==> config.mk <==
export PLATFORM = sky130hd
export DESIGN_NAME = modified_utf8_to_utf8_decoder
export DESIGN_NICKNAME = d
export VERILOG_FILES = /design/src/rtl/core/mu8d_pkg.sv /design/src/rtl/core/modified_utf8_to_utf8_decoder.sv
export SDC_FILE = /design/constraint.sdc
export NUM_CORES = 1
export LEC_CHECK = 0
export ABC_AREA = 1
export BUFFER_PORTS_ARGS = -buffer_cell sky130_fd_sc_hd__buf_2
export CAP_MARGIN = 10
export CORE_UTILIZATION = 59
export CTS_CLUSTER_DIAMETER = 200
export DETAILED_ROUTE_END_ITERATION = 7
export GPL_TIMING_DRIVEN = 0
export PLACE_DENSITY_LB_ADDON = 0.15
export SLEW_MARGIN = 20
export SYNTH_ARGS = -nofsm -noshare
export SYNTH_HDL_FRONTEND = slang
export SYNTH_SLANG_ARGS = --single-unit
==> constraint.sdc <==
create_clock -name clk -period 9.4 [get_ports clk]
set_input_delay 1.41 -clock clk [delete_from_list [all_inputs] [get_ports clk]]
set_output_delay 1.41 -clock clk [all_outputs]
set_load 0.05 [all_outputs]
==> src/rtl/core/mu8d_pkg.sv <==
// Package for the modified UTF-8 to UTF-8 decoder.
// Holds the result record type, code point constants and the UTF-8 encoder.
// No dependencies.
`default_nettype none

package mu8d_pkg;

  localparam int QDepth = 4;

  localparam logic [20:0] CpReplacement = 21'h00FFFD;
  localparam logic [20:0] CpSuppBase    = 21'h010000;
  localparam logic [5:0]  SurrHighTag   = 6'b110110;  // 0xD800..0xDBFF
  localparam logic [5:0]  SurrLowTag    = 6'b110111;  // 0xDC00..0xDFFF

  typedef struct packed {
    logic [31:0] char_bytes;
    logic [2:0]  char_length;
    logic        malformed;
    logic        end_of_string;
    logic        last_of_run;
  } res_t;

  typedef struct packed {
    logic [31:0] char_bytes;
    logic [2:0]  char_length;
  } enc_t;

  // Shortest-form UTF-8 of a code point, first byte in the low byte.
  function automatic enc_t encode_cp(input logic [20:0] cp);
    enc_t e;
    if (cp < 21'h80) begin
      e.char_bytes  = {24'd0, 1'b0, cp[6:0]};
      e.char_length = 3'd1;
    end else if (cp < 21'h800) begin
      e.char_bytes  = {16'd0, 2'b10, cp[5:0], 3'b110, cp[10:6]};
      e.char_length = 3'd2;
    end else if (cp < 21'h10000) begin
      e.char_bytes  = {8'd0, 2'b10, cp[5:0], 2'b10, cp[11:6], 4'b1110, cp[15:12]};
      e.char_length = 3'd3;
    end else begin
      e.char_bytes  = {2'b10, cp[5:0], 2'b10, cp[11:6], 2'b10, cp[17:12],
                       5'b11110, cp[20:18]};
      e.char_length = 3'd4;
    end
    return e;
  endfunction

endpackage

`default_nettype wire

==> src/rtl/core/modified_utf8_to_utf8_decoder.sv <==
// Top level of the modified UTF-8 to standard UTF-8 decoder.
// Decodes one byte per cycle while byte_stall is low into a small result queue; uses mu8d_pkg.
// Single module; no submodules.
//
//   channel | handshake              | payload
//   --------+------------------------+-------------------------------------------
//   bytes   | byte_valid, byte_stall | in_byte, last_byte
//   chars   | char_valid, char_stall | char_bytes, char_length, malformed,
//           |                        | end_of_string, last_of_run
//
// Each accepted byte is decoded in the cycle it is accepted; its zero, one or
// two results are registered into a four-entry result queue, read from its head.
// A byte is taken every cycle while the queue holds at most two results, so
// the sustained rate is one byte per cycle when results drain as they come.
// byte_stall comes from the registered queue count only, not from char_stall.
// Synchronous reset clears the decoder state and empties the queue.
`default_nettype none

module modified_utf8_to_utf8_decoder (
  input  wire logic        clk,
  input  wire logic        rst,
  input  wire logic        byte_valid,
  output logic             byte_stall,
  input  wire logic [7:0]  in_byte,
  input  wire logic        last_byte,
  output logic             char_valid,
  input  wire logic        char_stall,
  output logic [31:0]      char_bytes,
  output logic [2:0]       char_length,
  output logic             malformed,
  output logic             end_of_string,
  output logic             last_of_run
);

  localparam int PtrW = $clog2(mu8d_pkg::QDepth);
  localparam int CntW = $clog2(mu8d_pkg::QDepth + 1);

  // Decoder state.
  logic [1:0]  bytes_expected, bytes_expected_next;
  logic [1:0]  sequence_length, sequence_length_next;
  logic [15:0] code_accumulator, code_accumulator_next;
  logic        high_pending, high_pending_next;
  logic [9:0]  high_offset, high_offset_next;
  logic        error_seen, error_seen_next;

  // Result queue.
  mu8d_pkg::res_t q [mu8d_pkg::QDepth];
  logic [PtrW-1:0] wr_ptr, rd_ptr;
  logic [CntW-1:0] count;

  logic        accept, pop;
  logic [15:0] acc_shift;
  logic        is_high, is_low;
  logic [20:0] pair_cp;
  logic [20:0] cp [2];
  logic [1:0]  n_res;
  logic        bad, empty_res;
  mu8d_pkg::res_t res [2];
  mu8d_pkg::enc_t enc [2];

  assign byte_stall = count > CntW'(mu8d_pkg::QDepth - 2);
  assign accept     = byte_valid && !byte_stall;
  assign char_valid = count != '0;
  assign pop        = char_valid && !char_stall;

  assign acc_shift = {code_accumulator[9:0], in_byte[5:0]};
  assign is_high   = acc_shift[15:10] == mu8d_pkg::SurrHighTag;
  assign is_low    = acc_shift[15:10] == mu8d_pkg::SurrLowTag;
  assign pair_cp   = mu8d_pkg::CpSuppBase + {1'b0, high_offset, acc_shift[9:0]};

  always_comb begin
    bytes_expected_next   = bytes_expected;
    sequence_length_next  = sequence_length;
    code_accumulator_next = code_accumulator;
    high_pending_next     = high_pending;
    high_offset_next      = high_offset;
    error_seen_next       = error_seen;
    bad   = 1'b0;
    n_res = 2'd0;
    cp[0] = '0;
    cp[1] = '0;

    if (error_seen) begin
      // Dropping bytes until the end of the string.
    end else if (bytes_expected != 2'd0) begin
      if (in_byte[7:6] != 2'b10) begin
        bad = 1'b1;
      end else begin
        code_accumulator_next = acc_shift;
        bytes_expected_next   = bytes_expected - 2'd1;
        if (bytes_expected == 2'd1) begin
          if (sequence_length != 2'd3) begin
            cp[0] = {5'd0, acc_shift};
            n_res = 2'd1;
          end else if (high_pending && is_low) begin
            cp[0] = pair_cp;
            n_res = 2'd1;
            high_pending_next = 1'b0;
          end else begin
            if (high_pending) begin
              cp[0] = mu8d_pkg::CpReplacement;
              n_res = 2'd1;
              high_pending_next = 1'b0;
            end
            if (is_high) begin
              high_pending_next = 1'b1;
              high_offset_next  = acc_shift[9:0];
            end else begin
              cp[n_res[0]] = is_low ? mu8d_pkg::CpReplacement : {5'd0, acc_shift};
              n_res = n_res + 2'd1;
            end
          end
        end
      end
    end else if (in_byte == 8'h00) begin
      bad = 1'b1;
    end else if (!in_byte[7]) begin
      if (high_pending) begin
        cp[0] = mu8d_pkg::CpReplacement;
        n_res = 2'd1;
        high_pending_next = 1'b0;
      end
      cp[n_res[0]] = {13'd0, in_byte};
      n_res = n_res + 2'd1;
    end else if (in_byte[7:5] == 3'b110) begin
      if (high_pending) begin
        cp[0] = mu8d_pkg::CpReplacement;
        n_res = 2'd1;
        high_pending_next = 1'b0;
      end
      code_accumulator_next = {11'd0, in_byte[4:0]};
      bytes_expected_next   = 2'd1;
      sequence_length_next  = 2'd2;
    end else if (in_byte[7:4] == 4'b1110) begin
      code_accumulator_next = {12'd0, in_byte[3:0]};
      bytes_expected_next   = 2'd2;
      sequence_length_next  = 2'd3;
    end else begin
      bad = 1'b1;
    end

    if (!bad && !error_seen && last_byte) begin
      if (bytes_expected_next != 2'd0) begin
        bad = 1'b1;
      end else if (high_pending_next && n_res != 2'd2) begin
        cp[n_res[0]] = mu8d_pkg::CpReplacement;
        n_res = n_res + 2'd1;
        high_pending_next = 1'b0;
      end
    end

    empty_res = 1'b0;
    if (bad) begin
      n_res = 2'd1;
      empty_res = 1'b1;
      error_seen_next     = 1'b1;
      high_pending_next   = 1'b0;
      bytes_expected_next = 2'd0;
    end else if (last_byte && n_res == 2'd0) begin
      n_res = 2'd1;
      empty_res = 1'b1;
    end

    if (last_byte) begin
      bytes_expected_next   = '0;
      sequence_length_next  = '0;
      code_accumulator_next = '0;
      high_pending_next     = 1'b0;
      high_offset_next      = '0;
      error_seen_next       = 1'b0;
    end
  end

  always_comb begin
    for (int k = 0; k < 2; k++) begin
      enc[k] = mu8d_pkg::encode_cp(cp[k]);
      res[k].char_bytes    = enc[k].char_bytes;
      res[k].char_length   = enc[k].char_length;
      res[k].malformed     = bad;
      res[k].last_of_run   = (n_res == 2'(k + 1));
      res[k].end_of_string = last_byte && (n_res == 2'(k + 1));
    end
    if (empty_res) begin
      res[0].char_bytes  = '0;
      res[0].char_length = '0;
    end
  end

  always_ff @(posedge clk) begin
    if (rst) begin
      bytes_expected   <= '0;
      sequence_length  <= '0;
      code_accumulator <= '0;
      high_pending     <= 1'b0;
      high_offset      <= '0;
      error_seen       <= 1'b0;
    end else if (accept) begin
      bytes_expected   <= bytes_expected_next;
      sequence_length  <= sequence_length_next;
      code_accumulator <= code_accumulator_next;
      high_pending     <= high_pending_next;
      high_offset      <= high_offset_next;
      error_seen       <= error_seen_next;
    end
  end

  // Queue payload needs no reset.
  always_ff @(posedge clk) begin
    if (accept && n_res != 2'd0) begin
      q[wr_ptr] <= res[0];
    end
    if (accept && n_res == 2'd2) begin
      q[wr_ptr + PtrW'(1)] <= res[1];
    end
  end

  always_ff @(posedge clk) begin
    if (rst) begin
      wr_ptr <= '0;
      rd_ptr <= '0;
      count  <= '0;
    end else begin
      if (accept) begin
        wr_ptr <= wr_ptr + PtrW'(n_res);
      end
      if (pop) begin
        rd_ptr <= rd_ptr + PtrW'(1);
      end
      count <= count + (accept ? CntW'(n_res) : CntW'(0)) - (pop ? CntW'(1) : CntW'(0));
    end
  end

  assign char_bytes    = q[rd_ptr].char_bytes;
  assign char_length   = q[rd_ptr].char_length;
  assign malformed     = q[rd_ptr].malformed;
  assign end_of_string = q[rd_ptr].end_of_string;
  assign last_of_run   = q[rd_ptr].last_of_run;

  // The queue never overfills, since a byte is taken only with room for two results.
  a_count_bound: assert property (@(posedge clk) disable iff (rst)
    count <= CntW'(mu8d_pkg::QDepth))
    else $error("result queue count exceeds its depth");

  a_count_hold: assert property (@(posedge clk) disable iff (rst)
    (!accept && !pop) |=> $stable(count))
    else $error("result queue count changed without a transaction");

  a_malformed_empty: assert property (@(posedge clk) disable iff (rst)
    (char_valid && malformed) |-> (char_length == 3'd0))
    else $error("malformed result carries character bytes");

  a_eos_last: assert property (@(posedge clk) disable iff (rst)
    (char_valid && end_of_string) |-> last_of_run)
    else $error("end of string flagged on a result that is not last of its run");

endmodule

`default_nettype wire
# After elaboration in Yosys (flattened, before gate mapping)
# Memory sizes are Yosys's and may differ from the RTL's. A register that Yosys moved wholly into a read port is not among the register bits.
# Cells that the tools add are included.
[classes]
muxes = 137
n_reduce_logical = 36
eq_ne = 18
add_sub_neg = 10
magnitude_cmp = 13
bitwise_logic = 6
[ops]
columns = ["op", "count"]
rows = [
  ["$mux 21", 20],
  ["$mux 42", 9],
  ["$mux 35", 7],
  ["$mux 10", 16],
  ["$mux 2", 44],
  ["$bwmux 42", 2],
  ["$demux 21 s1", 3],
  ["$lt 21x12->1 const B", 2],
  ["$lt 21x17->1 const B", 2],
  ["$lt 21x8->1 const B", 2],
  ["$mux 1", 34],
  ["$mux 16", 2],
  ["$or 30x30->30", 1],
  ["$add 17x20->21 const A", 1],
  ["$ne 2x2->1 const B", 9],
  ["$reduce_bool 2->1", 8],
  ["$logic_and 1x1->1", 14],
  ["$and 12x12->12", 1],
  ["$eq 6x6->1 const B", 2],
  ["$not 12->12", 1],
  ["$reduce_and 6->1", 2],
  ["$add 2x1->2 const B", 5],
  ["$reduce_bool 3->1", 3],
  ["$logic_not 8->1", 1],
  ["other kinds (18)", 29],
]
[totals]
n_memories = 1
ram_bits = 152
out_inout_bits = 40
regBits = 33
inputBits = 13
[memory_table]
columns = ["name", "depth", "width", "rd", "rd_ports_with_merged_regs", "wr", "line_no", "rtl"]
rows = [
  ["q", 4, 38, 1, 1, 2, "modified_utf8_to_utf8_decoder.sv:47", "mu8d_pkg::res_t q [mu8d_pkg::QDepth];"],
]

# Logic depth before layout (Yosys ltp)
[logic_depth]
word_depth = 31
mapped_depth = 28
mapped_depth_nobuf = 26

# Least setup slack after synthesis
# No wires, ideal clock.
[synth_timing]
path_type = "input port to flip-flop"
startpoint = "in in_byte[5]"
endpoint = "mem q[0][0] (netlist bit) (enable)"
path_stages = 22
path_slack_ps = 4670
setup_ps = 391
arrival_time_ps = 4340
path_cell_list = "buf_2 -> inv_1 -> nand2_1 -> nor2_1 -> nand2_2 -> nand2_1 -> inv_1 -> nand2_1 -> nand2_1 -> nand2_1 -> inv_1 -> ha_1 -> a21oi_4 -> nand4_4 -> nand2_2 -> nand3_2 -> and2_1 -> buf_6 -> buf_4 -> nand3_1 -> nand3_1 -> nand2_1"
[synth_lines]
columns = ["item", "line_no", "rtl"]
rows = [
  ["start: declaration", "modified_utf8_to_utf8_decoder.sv:24", "input wire logic [7:0] in_byte,"],
  ["end: declaration", "modified_utf8_to_utf8_decoder.sv:47", ""],
]

==> results.json <==
{
  "maxCapViolCount": 0,
  "power.total_uw": 2500,
  "r2r_start": "code_accumulator[9]",
  "holdPathStages": 2,
  "netlist_instances": 1316,
  "fmax_mhz": 212,
  "ys_ff_latch": 167,
  "ant_nets": 0,
  "hold_buffers": 0,
  "worst_r2r_endpoint": "q[0][22]",
  "grt_pass1_vias": 8833,
  "power_switching_share": 0.419,
  "routabilityCongestion": 1.01,
  "cts_sinks": 167,
  "initial_core_util": 0.606,
  "power_frac_seq": 0.364,
  "die_w_um": 133,
  "slew_headroom": 0.282,
  "hold_end": "high_offset[1]",
  "cpPeakStageDelay_ps": 450,
  "syn_avg_cell_area_um2": 7.67,
  "min_from": "high_offset[1]",
  "dp_cells": 1588,
  "skew_ps": 12.4,
  "drv_slew": 0,
  "antenna_cells": 0,
  "grt.overflow.total": 0,
  "postCtsSetupBuffers": 0,
  "final_cells": 1620,
  "layout-drive-gt1-share": 0.125,
  "rows": 47,
  "synth_area_mm2": 0.0101,
  "wl_per_cell_um": 19.4,
  "synth-edff-count": 132,
  "tightestPinTransition_ps": 1070,
  "antenna_found_initial": 0,
  "fin_nets": 1410,
  "endpoint_kind": "flip-flop",
  "hold_class": "reg2reg",
  "combPwrFrac": 0.361,
  "vias": 9728,
  "worstPathArrival_ps": 4850,
  "fillers": 1430,
  "synth_top_flop_cell": "edfxtp_1",
  "dr.pass1.iters": 6,
  "start_kind": "input port",
  "path_clk_slew_ps": 70,
  "crit_path_frequent_cell": "nand2_1",
  "crit_required_ps": 9530,
  "track_usage": 0.363,
  "post-route-min-period_ps": 4720,
  "final_common_cell": "nand2_1",
  "wirelength_mm": 31.4,
  "cts_resized": 0,
  "regArea_mm2": 0.00466,
  "status": "finished, final reports clean",
  "worstPathCellList": "buf_2 > inv_1 > nand2_1 > nor2_1 > nand2_2 > nand2_1 > inv_1 > nand2_1 > nand2_1 > nand2_1 > inv_1 > ha_1 > a21oi_4 > nand4_4 > nand2_2 > inv_2 > nor2_4 > nand3_2 > clkbuf_1 > nand2_2 > buf_12",
  "tns_ps": 0,
  "max-vdd-ir-drop_uv": 192,
  "mostFrequentLayoutCells": "nand2_1 (371), nor2_1 (152), o21ai_0 (134)",
  "drc_errors": 0,
  "cts.path.max_buffers": 2,
  "grt_pass1_wl_mm": 48.3,
  "cts_htree_levels": 4,
  "rrSetupSlack_ps": 4920,
  "core_mm2": 0.0166,
  "io_pins": 53,
  "power.share.clock": 0.275,
  "hold_slack_ps": 460,
  "cts_tree": "yes",
  "ys_warn_count": 0,
  "internal-power_uw": 1450,
  "multiInputGateArea_mm2": 0.00463,
  "area_growth_pct": 11.6,
  "power.density_mw_per_mm2": 222,
  "drtIter0Drc": 1017,
  "async_reset_ff_frac": 0,
  "net-switching-power_uw": 1050,
  "final.period_utilization": 0.502,
  "die_area_mm2": 0.0176,
  "dp_hpwl_mm": 23.4,
  "slowest_stage": "nand2_2",
  "cts_made_buffers": 17,
  "path_class": "in2reg",
  "grt_setup_unrepaired": "no",
  "critPathMaxFanout": 23,
  "insertion_delay_ps": 440,
  "grt_max_degree": 29,
  "portBuffers": 46,
  "dieHeight_um": 133,
  "ys_types": 49,
  "synth_seq_area_share": 0.462,
  "viasPerCell": 6.00,
  "setup_viol": 0,
  "cellLeakagePower_uw": 0.00487,
  "worstRegToRegCells": 22,
  "cts_root_buf": "clkbuf_16",
  "hold_viol_final": 0
}
how the worst max path moves through the flow:
| stage | from | to | slack [ps] | cells past startpoint |
|---|---|---|---|---|
| floorplan | in_byte[5] | q[0][0] | 4670 | 22 |
| global placement | in_byte[4] | q[0][27] | 3500 | 21 |
| detailed placement | in_byte[4] | q[0][14] | 4310 | 21 |
| CTS | in_byte[4] | count[2] | 4760 | 26 |
| global route | in_byte[4] | count[2] | 4450 | 26 |
| finish | in_byte[4] | q[0][22] | 4680 | 21 |
sequential cells by signal (all words and copies together), names as in the netlist, 2 cells and up, named ones only:
register,cells
q,132
code_accumulator,10
high_offset,10
count,3
bytes_expected,2
rd_ptr,2
sequence_length,2
wr_ptr,2
power groups by stage:
stage / clock network, µW / logic [µW] / registers, µW
after floorplan: 0 / 660 / 914
after global placement: 0 / 866 / 925
after detailed placement: 0 / 889 / 923
after CTS: 687 / 893 / 907
after global routing: 715 / 962 / 914
final: 687 / 902 / 908
Yosys cell counts (all sizes together), types with 4 or more instances:
cell,instances,area (µm²)
nand2,390,1530
nor2,166,716
o21ai,145,733
edfxtp,132,3960
inv,118,445
nand3,85,475
a21oi,48,259
clkbuf,43,161
nand4,37,262
o22ai,37,231
dfxtp,35,701
buf,31,205
ha,9,113
a211oi,7,52.6
nor3,5,30.0
o21bai,5,37.5
a22oi,4,30.0
per-layer routing:
layer,vias up,global-route usage,share of wire
met3,92,0.0716,0.088
met4,0,0.185,0.044
met2,545,0.580,0.47
met1,4520,0.470,0.40
li1,4571,-,-
met5,-,0,0
area by class of cell:
cell class	count	share of cell area
inverter	119	0.0400
buffer	74	0.0325
clock inverter	15	0.0127
clock buffer	17	0.0378
tap	220	0.0244
multi-input combinational	958	0.411
timing repair buffer	50	0.0275
sequential	167	0.414
stage by stage:
step                      utilization  instance area [µm²]  setup slack, ps
after detailed placement        0.643                10700             4310
final                           0.677                11300             4680
after floorplan                     -                10100             4670
after global placement          0.637                10600             3500
after global routing            0.677                11300             4450
after CTS                       0.677                11300             4760
critical path: cells and delay by family:
| family | cells | cell delay (ps) |
|---|---|---|
| compound gates | 1 | 220 |
| buf+inv | 7 | 1170 |
| simple gates | 12 | 1830 |
| fa+ha+maj | 1 | 200 |
cell families after synthesis:
kind of cell    share of synthesized area
buf+inv                            0.0810
flops                               0.462
other cells                      0.000372
simple gates                        0.300
xor+xnor                          0.00260
compound gates                      0.141
fa+ha+maj                          0.0131
(Power assumes the default switching activity.)
